$ cat config.mk
export PLATFORM = sky130hd
export DESIGN_NAME = pll_divider_search
export DESIGN_NICKNAME = d
export VERILOG_FILES = /design/src/hdl/pds_pkg.sv /design/src/hdl/pds_ctrl.sv /design/src/hdl/pds_datapath.sv /design/src/hdl/pll_divider_search.sv
export SDC_FILE = /design/constraint.sdc
export NUM_CORES = 1
export LEC_CHECK = 0
export BUFFER_PORTS_ARGS = -buffer_cell sky130_fd_sc_hd__buf_2
export CAP_MARGIN = 20
export CORE_MARGIN = 4
export CORE_UTILIZATION = 55
export CTS_BUF_LIST = sky130_fd_sc_hd__clkbuf_16
export DETAILED_ROUTE_END_ITERATION = 10
export PLACE_DENSITY = 0.78
export SETUP_SLACK_MARGIN = 0.5
export SLEW_MARGIN = 20
export SYNTH_ARGS = -nofsm -noshare
export SYNTH_HDL_FRONTEND = slang
export SYNTH_HIERARCHICAL = 1
export SYNTH_SLANG_ARGS = --single-unit
$ cat constraint.sdc
create_clock -name clk -period 16.3 [get_ports clk]
set_input_delay 3.26 -clock clk [delete_from_list [all_inputs] [get_ports clk]]
set_output_delay 3.26 -clock clk [all_outputs]
set_load 0.05 [all_outputs]
$ cat src/hdl/pds_pkg.sv
// ----------------------------------------------------------------------------
// PLL divider search package
// Shared constants, sequencer states and control structs.
// ----------------------------------------------------------------------------
package pds_pkg;

  localparam int CLK_W         = 20;
  localparam int CODE_W        = 10;
  localparam int PCODE_W       = 7;
  localparam int P_W           = 3;
  localparam int Q_W           = 4;
  localparam int R_W           = 18;
  localparam int ERR_W         = 19;

  localparam int VCO_MAX_KHZ   = 600000;
  localparam int REF_KHZ       = 96000;
  localparam int HALF_REF_KHZ  = 48000;
  localparam int P_MAX         = 5;
  localparam int TOL_MAX_PER_M = 480;
  localparam int TOL_TGT_PER_M = 96;
  localparam int M_MIN         = 3;
  localparam int M_MIN_Y       = 288000;
  localparam int N_START       = 3;
  localparam int CODE_OFFSET   = 2;

  typedef enum logic [2:0] {
    ST_IDLE,
    ST_PSEL,
    ST_DIV,
    ST_STEP,
    ST_CORR,
    ST_EVAL,
    ST_DONE
  } state_t;

  typedef struct packed {
    logic load;
    logic psel;
    logic div;
    logic step;
    logic corr;
    logic eval;
  } dp_cmd_t;

  typedef struct packed {
    logic psel_more;
    logic div_more;
    logic n_small;
    logic stop;
  } dp_status_t;

endpackage

$ cat src/hdl/pds_ctrl.sv
// ----------------------------------------------------------------------------
// PLL divider search sequencer
// Steps the shared datapath through post divider selection, quotient
// setup and the reference divider walk, and runs both handshakes.
// ----------------------------------------------------------------------------
module pds_ctrl
  import pds_pkg::*;
(
  input  logic       clk,
  input  logic       rst,
  input  logic       in_valid,
  output logic       in_ready,
  output logic       out_valid,
  input  logic       out_ready,
  input  dp_status_t status,
  output dp_cmd_t    cmd
);

  state_t state;
  state_t state_next;

  always_ff @(posedge clk) begin
    if (rst) begin
      state <= ST_IDLE;
    end else begin
      state <= state_next;
    end
  end

  always_comb begin
    state_next = state;
    case (state)
      ST_IDLE: begin
        if (in_valid) state_next = ST_PSEL;
      end
      ST_PSEL: begin
        if (!status.psel_more) state_next = ST_DIV;
      end
      ST_DIV: begin
        if (!status.div_more) state_next = ST_STEP;
      end
      ST_STEP: state_next = ST_CORR;
      ST_CORR: begin
        state_next = status.n_small ? ST_STEP : ST_EVAL;
      end
      ST_EVAL: begin
        state_next = status.stop ? ST_DONE : ST_STEP;
      end
      ST_DONE: begin
        if (out_ready) state_next = ST_IDLE;
      end
      default: state_next = ST_IDLE;
    endcase
  end

  always_comb begin
    in_ready  = (state == ST_IDLE);
    out_valid = (state == ST_DONE);
    cmd.load  = (state == ST_IDLE) && in_valid;
    cmd.psel  = (state == ST_PSEL);
    cmd.div   = (state == ST_DIV);
    cmd.step  = (state == ST_STEP);
    cmd.corr  = (state == ST_CORR);
    cmd.eval  = (state == ST_EVAL);
  end

endmodule

$ cat src/hdl/pds_datapath.sv
// ----------------------------------------------------------------------------
// PLL divider search datapath
// Holds the running products and remainders of the N walk and the shared
// add, compare and subtract logic that the sequencer applies step by step.
// ----------------------------------------------------------------------------
module pds_datapath
  import pds_pkg::*;
#(
  parameter int SOFT_N_LIMIT = 30,
  parameter int HARD_N_LIMIT = 1025
) (
  input  logic                 clk,
  input  logic [CLK_W-1:0]     pixel_clock_khz,
  input  dp_cmd_t              cmd,
  output dp_status_t           status,
  output logic [CODE_W-1:0]    m_code,
  output logic [CODE_W-1:0]    n_code,
  output logic [PCODE_W-1:0]   p_code,
  output logic                 found
);

  localparam int N_MAX = (SOFT_N_LIMIT > HARD_N_LIMIT) ? SOFT_N_LIMIT : HARD_N_LIMIT;
  localparam int NW    = $clog2(N_MAX + 1);
  localparam int XW    = CLK_W + NW;
  localparam int MW    = XW - 15;
  localparam int CW    = MW + 10;

  logic [P_W-1:0]    p;
  logic [CLK_W-1:0]  vco;
  logic [Q_W-1:0]    q;
  logic [CLK_W-1:0]  rem;
  logic [R_W-1:0]    r;
  logic [XW-1:0]     x;
  logic [MW-1:0]     m;
  logic [NW-1:0]     n;
  logic [CODE_W-1:0] m_best;
  logic [CODE_W-1:0] n_best;

  logic              clamp;
  logic [MW-1:0]     mc;
  logic [ERR_W-1:0]  err;
  logic [CW-1:0]     tol_max;
  logic [CW-1:0]     tol_tgt;
  logic              within_max;
  logic              within_tgt;

  always_comb begin
    clamp = (m < MW'(M_MIN));
    mc    = clamp ? MW'(M_MIN) : m;
    if (clamp) begin
      err = ERR_W'(M_MIN_Y) - x[ERR_W-1:0];
    end else if (r >= R_W'(HALF_REF_KHZ)) begin
      err = ERR_W'(r - R_W'(HALF_REF_KHZ));
    end else begin
      err = ERR_W'(R_W'(HALF_REF_KHZ) - r);
    end
    tol_max    = CW'(mc) * CW'(TOL_MAX_PER_M);
    tol_tgt    = CW'(mc) * CW'(TOL_TGT_PER_M);
    within_max = (CW'(err) < tol_max);
    within_tgt = (CW'(err) < tol_tgt);

    status.psel_more = (p < P_W'(P_MAX)) &&
                       ({vco, 1'b0} <= (CLK_W + 1)'(VCO_MAX_KHZ));
    status.div_more  = (rem >= CLK_W'(REF_KHZ));
    status.n_small   = (n < NW'(N_START));
    status.stop      = within_tgt ||
                       ((found || within_max) && (n > NW'(SOFT_N_LIMIT))) ||
                       (n >= NW'(HARD_N_LIMIT));
  end

  always_ff @(posedge clk) begin
    if (cmd.load) begin
      p      <= '0;
      vco    <= pixel_clock_khz;
      x      <= '0;
      r      <= R_W'(HALF_REF_KHZ);
      m      <= '0;
      n      <= '0;
      found  <= 1'b0;
      m_best <= '0;
      n_best <= '0;
    end
    if (cmd.psel) begin
      if (status.psel_more) begin
        p   <= p + P_W'(1);
        vco <= {vco[CLK_W-2:0], 1'b0};
      end else begin
        rem <= vco;
        q   <= '0;
      end
    end
    if (cmd.div && status.div_more) begin
      rem <= rem - CLK_W'(REF_KHZ);
      q   <= q + Q_W'(1);
    end
    if (cmd.step) begin
      x <= x + XW'(vco);
      r <= r + R_W'(rem);
      m <= m + MW'(q);
      n <= n + NW'(1);
    end
    if (cmd.corr && (r >= R_W'(REF_KHZ))) begin
      r <= r - R_W'(REF_KHZ);
      m <= m + MW'(1);
    end
    if (cmd.eval && within_max) begin
      found  <= 1'b1;
      m_best <= CODE_W'(mc - MW'(CODE_OFFSET));
      n_best <= CODE_W'(n - NW'(CODE_OFFSET));
    end
  end

  assign m_code = m_best;
  assign n_code = n_best;
  assign p_code = {p, 4'b0000};

endmodule

$ cat src/hdl/pll_divider_search.sv
// ----------------------------------------------------------------------------
// PLL divider search
// Finds M, N and P divider codes for a requested pixel clock.
//
//   Channel  Signals                                  Direction
//   input    in_valid, in_ready, pixel_clock_khz      into the block
//   output   out_valid, out_ready, m_code, n_code,    out of the block
//            p_code, found
//
// One transaction runs post divider selection, then quotient setup, then the
// N walk: each N below 3 takes a step and a correction, and each N evaluated
// takes a step, a correction and an evaluation. The N walk in the shared add,
// compare and subtract datapath sets the length of a transaction.
// The block takes one transaction at a time and holds its result until it is
// taken. Reset returns the sequencer to idle.
// ----------------------------------------------------------------------------
module pll_divider_search
  import pds_pkg::*;
#(
  parameter int SOFT_N_LIMIT = 30,
  parameter int HARD_N_LIMIT = 1025
) (
  input  logic               clk,
  input  logic               rst,
  input  logic               in_valid,
  output logic               in_ready,
  input  logic [CLK_W-1:0]   pixel_clock_khz,
  output logic               out_valid,
  input  logic               out_ready,
  output logic [CODE_W-1:0]  m_code,
  output logic [CODE_W-1:0]  n_code,
  output logic [PCODE_W-1:0] p_code,
  output logic               found
);

  dp_cmd_t    cmd;
  dp_status_t status;

  pds_ctrl u_ctrl (
    .clk       (clk),
    .rst       (rst),
    .in_valid  (in_valid),
    .in_ready  (in_ready),
    .out_valid (out_valid),
    .out_ready (out_ready),
    .status    (status),
    .cmd       (cmd)
  );

  pds_datapath #(
    .SOFT_N_LIMIT (SOFT_N_LIMIT),
    .HARD_N_LIMIT (HARD_N_LIMIT)
  ) u_datapath (
    .clk             (clk),
    .pixel_clock_khz (pixel_clock_khz),
    .cmd             (cmd),
    .status          (status),
    .m_code          (m_code),
    .n_code          (n_code),
    .p_code          (p_code),
    .found           (found)
  );

endmodule

==> summary.md <==
* async set-reset flop share out of synthesis: 0%
* number of pins exceeding their max-slew limit in the final report: 0
* number of remaining DRC errors: 0
* path category of the worst min-delay check: reg -> reg
* number of H-tree branching levels: 4
* Core Region: 0.0213 mm²
* share of layout cells above drive strength 1: 8.70%
* number of buffers added for setup after CTS: 0
* count of flip-flops with a built-in enable after synthesis: 108
* Maximum Capacitance Violations: 0
* pin slew with the least headroom to its limit: 0.953 ns
* clock insertion delay at the later pin of the skew report: 0.42 ns
* endpoint arrival time on the critical path: 7.30 ns
* longest individual stage delay on the worst path: 0.63 ns
* pin count of the biggest net entering global routing: 45
* gr ovfl total: 0
* number of fill cells in the layout: 1,731
* Detailed Place HPWL: 21,300 µm
* flip-flop and latch count after synthesis: 135
* crit-path max FO: 10
* placer congestion estimate: 0.897
* total routing resource utilization after global routing: 23.7%
* unrepaired setup endpoints after global routing: no
* most common cell after layout, fill and taps aside: sky130_fd_sc_hd__ha_1
* warning count from the yosys run: 6
* Max Freq: 144 MHz
* final number of hold-violating endpoints: 0
* Syn Area/Cell: 9.13 µm²
* highest-count cells in the layout ignoring fill and taps: 128 x sky130_fd_sc_hd__ha_1, 108 x sky130_fd_sc_hd__edfxtp_1, 103 x sky130_fd_sc_hd__nand2_1
* clock tree from TritonCTS: built
* Clock transition at path regs: 0.06 ns
* number of antenna violations at the first check in global routing: 0
* Die Width: 156 µm
* # clock sinks: 135
* floorplan die height: 156 µm
* wire length reported by the detailed router: 28,400 µm
* library cells used by synthesis: 83
* vias in the first global route: 9,337
* share of the clock period used by the worst path: 42.5%
* CP Class: reg -> reg
* Worst Hold Margin: 0.501 ns
* worst-path cell with the longest stage delay: sky130_fd_sc_hd__fa_1
* Port Buffers: 49
* cell count after synthesis: 1,321
* startpoint of the most critical setup path: u_datapath/m[15]$_DFFE_PP_
* largest clock skew in the final design: 0.0180 ns
* share of the yosys chip area belonging to registers: 31.4%
* final setup fails: 0
* wire length of the first global-routing pass: 47,300 µm
* outcome: complete, no violations
* relative max-transition margin: 36.3%
* clock period minus worst slack: 6.93 ns
* hold-fix buffer count after cts: 0
* Total Nets Final: 1,516
* reg-to-reg startpoint: u_datapath/m[15]$_DFFE_PP_
* Mapped Area: 0.0121 mm²
* startpoint of the worst hold path: u_datapath/p[2]$_DFF_P_
* master cell of the clock root buffer: sky130_fd_sc_hd__clkbuf_16
* main flop type after synthesis: sky130_fd_sc_hd__edfxtp_1
* Cell Rows: 53
* IO Count: 54
* drt first pass iters: 5
* synthesis-to-finish area growth: 8.04%
* die area: 0.0244 mm²
* via count: 9,765
* diodes inserted: 0
* number of vias per cell: 6.03
* ANT nets after route: 0
* number of buffers added by the clock tree synthesis step: 17
* Critical Path Start Type: register
* required time worst endpoint: 16.67 ns
* detail-routed net length per standard cell: 17.5 µm
* CP Capture Type: register
* Max Buffers Root-to-Sink: 2
* DRC marker count from the first detailed-route iteration: 820
* # resized after CTS: 0
* initial cell density of the core: 56.7%
* Setup TNS Final: 0 ns
-- synth_stat cells, types with 6 or more instances --
library cell	instances	area (µm²)
sky130_fd_sc_hd__a211oi_1	9	67.6
sky130_fd_sc_hd__a21o_1	34	255
sky130_fd_sc_hd__a21oi_1	87	435
sky130_fd_sc_hd__a221oi_1	9	78.8
sky130_fd_sc_hd__a31oi_1	10	62.6
sky130_fd_sc_hd__a41oi_1	6	52.6
sky130_fd_sc_hd__and2_1	33	206
sky130_fd_sc_hd__and3_1	11	68.8
sky130_fd_sc_hd__clkbuf_1	53	199
sky130_fd_sc_hd__dfxtp_1	27	541
sky130_fd_sc_hd__edfxtp_1	108	3240
sky130_fd_sc_hd__fa_1	32	641
sky130_fd_sc_hd__ha_1	128	1600
sky130_fd_sc_hd__inv_1	82	308
sky130_fd_sc_hd__mux2i_1	27	270
sky130_fd_sc_hd__nand2_1	103	387
sky130_fd_sc_hd__nand2b_1	15	93.8
sky130_fd_sc_hd__nand3_1	35	175
sky130_fd_sc_hd__nand4_1	9	56.3
sky130_fd_sc_hd__nor2_1	97	364
sky130_fd_sc_hd__nor2b_1	14	87.6
sky130_fd_sc_hd__nor3_1	26	130
sky130_fd_sc_hd__nor4_1	10	62.6
sky130_fd_sc_hd__o211ai_1	7	52.6
sky130_fd_sc_hd__o21a_1	23	173
sky130_fd_sc_hd__o21ai_0	86	430
sky130_fd_sc_hd__o21bai_1	6	45.0
sky130_fd_sc_hd__or3_1	11	68.8
sky130_fd_sc_hd__xnor2_1	67	587
sky130_fd_sc_hd__xor2_1	42	368
-- flip-flops by register name (all words and copies together), names as in the netlist --
| signal | cells |
|---|---|
| u_datapath/r | 18 |
| u_datapath/x | 19 |
| u_ctrl/state | 3 |
| u_datapath/found | 1 |
| u_datapath/m | 16 |
| u_datapath/vco | 20 |
| u_datapath/rem | 20 |
| u_datapath/q | 4 |
| u_datapath/m_code | 10 |
| u_datapath/n_code | 10 |
| u_datapath/n | 11 |
| u_datapath/p | 3 |
-- cell families (layout without fill, tap and decap cells) --
kind of cell | after synthesis | after routing | share of synthesized area [%]
flops | 135 | 135 | 31.4
buf+inv | 150 | 171 | 5.00
simple gates | 399 | 399 | 16.5
compound gates | 337 | 337 | 18.1
mux | 30 | 30 | 2.52
other cells | 1 | 4 | 0.0311
fa+ha+maj | 160 | 160 | 18.6
xor+xnor | 109 | 109 | 7.91
-- layout make-up --
cell class | instances | area [µm²] | share of cell area (%)
clock inverter | 14 | 135 | 1.04
clock buffer | 18 | 450 | 3.46
timing repair buffer | 57 | 305 | 2.34
multi-input combinational | 1039 | 7710 | 59.1
tap | 275 | 344 | 2.64
inverter | 82 | 308 | 2.36
sequential | 135 | 3780 | 29.0
-- layer usage --
| layer | GRT usage (%) | part of all wire (%) | vias up |
|---|---|---|---|
| li1 | - | - | 4763 |
| met1 | 33.5 | 46 | 4658 |
| met2 | 38.6 | 46 | 303 |
| met3 | 3.22 | 5.8 | 41 |
| met4 | 6.24 | 1.9 | 0 |
| met5 | 0 | 0 | - |
-- path summary, 6_finish.rpt --
path,endpoint,slack [ns],cells past startpoint
worst max-delay path,u_ctrl/state[0]$_SDFFE_PP0P_,9.37,29
worst min register to register,u_datapath/p[2]$_DFF_P_,0.50,1
worst min-delay path,u_datapath/p[2]$_DFF_P_,0.50,1
worst max register to register,u_ctrl/state[0]$_SDFFE_PP0P_,9.37,29
-- through the flow --
step / setup slack [ns] / instance area, µm² / cells / util [%]
after detailed placement: 9.43 / 12400 / 1588 / 58.4
after global routing: 8.63 / 13000 / 1620 / 61.2
after CTS: 9.37 / 13000 / 1620 / 61.2
after floorplan: 9.97 / 12100 / 1324 / -
final: 9.37 / 13000 / 1620 / 61.2
after global placement: 9.63 / 12400 / 1588 / 58.4
-- critical path, delay by kind of cell (launching register included) --
kind                     cells  cell delay, ns
AND/OR/NAND/NOR             10            2.37
adder cells (fa/ha/maj)      5            1.95
AO/OA/AOI/OAI               10            1.67
flip-flops                   1            0.50
buffers and inverters        3            0.22
XOR/XNOR                     1            0.18
Power is not shown: default switching activity piles up to over one toggle a cycle in this logic, so the estimate is an artifact.
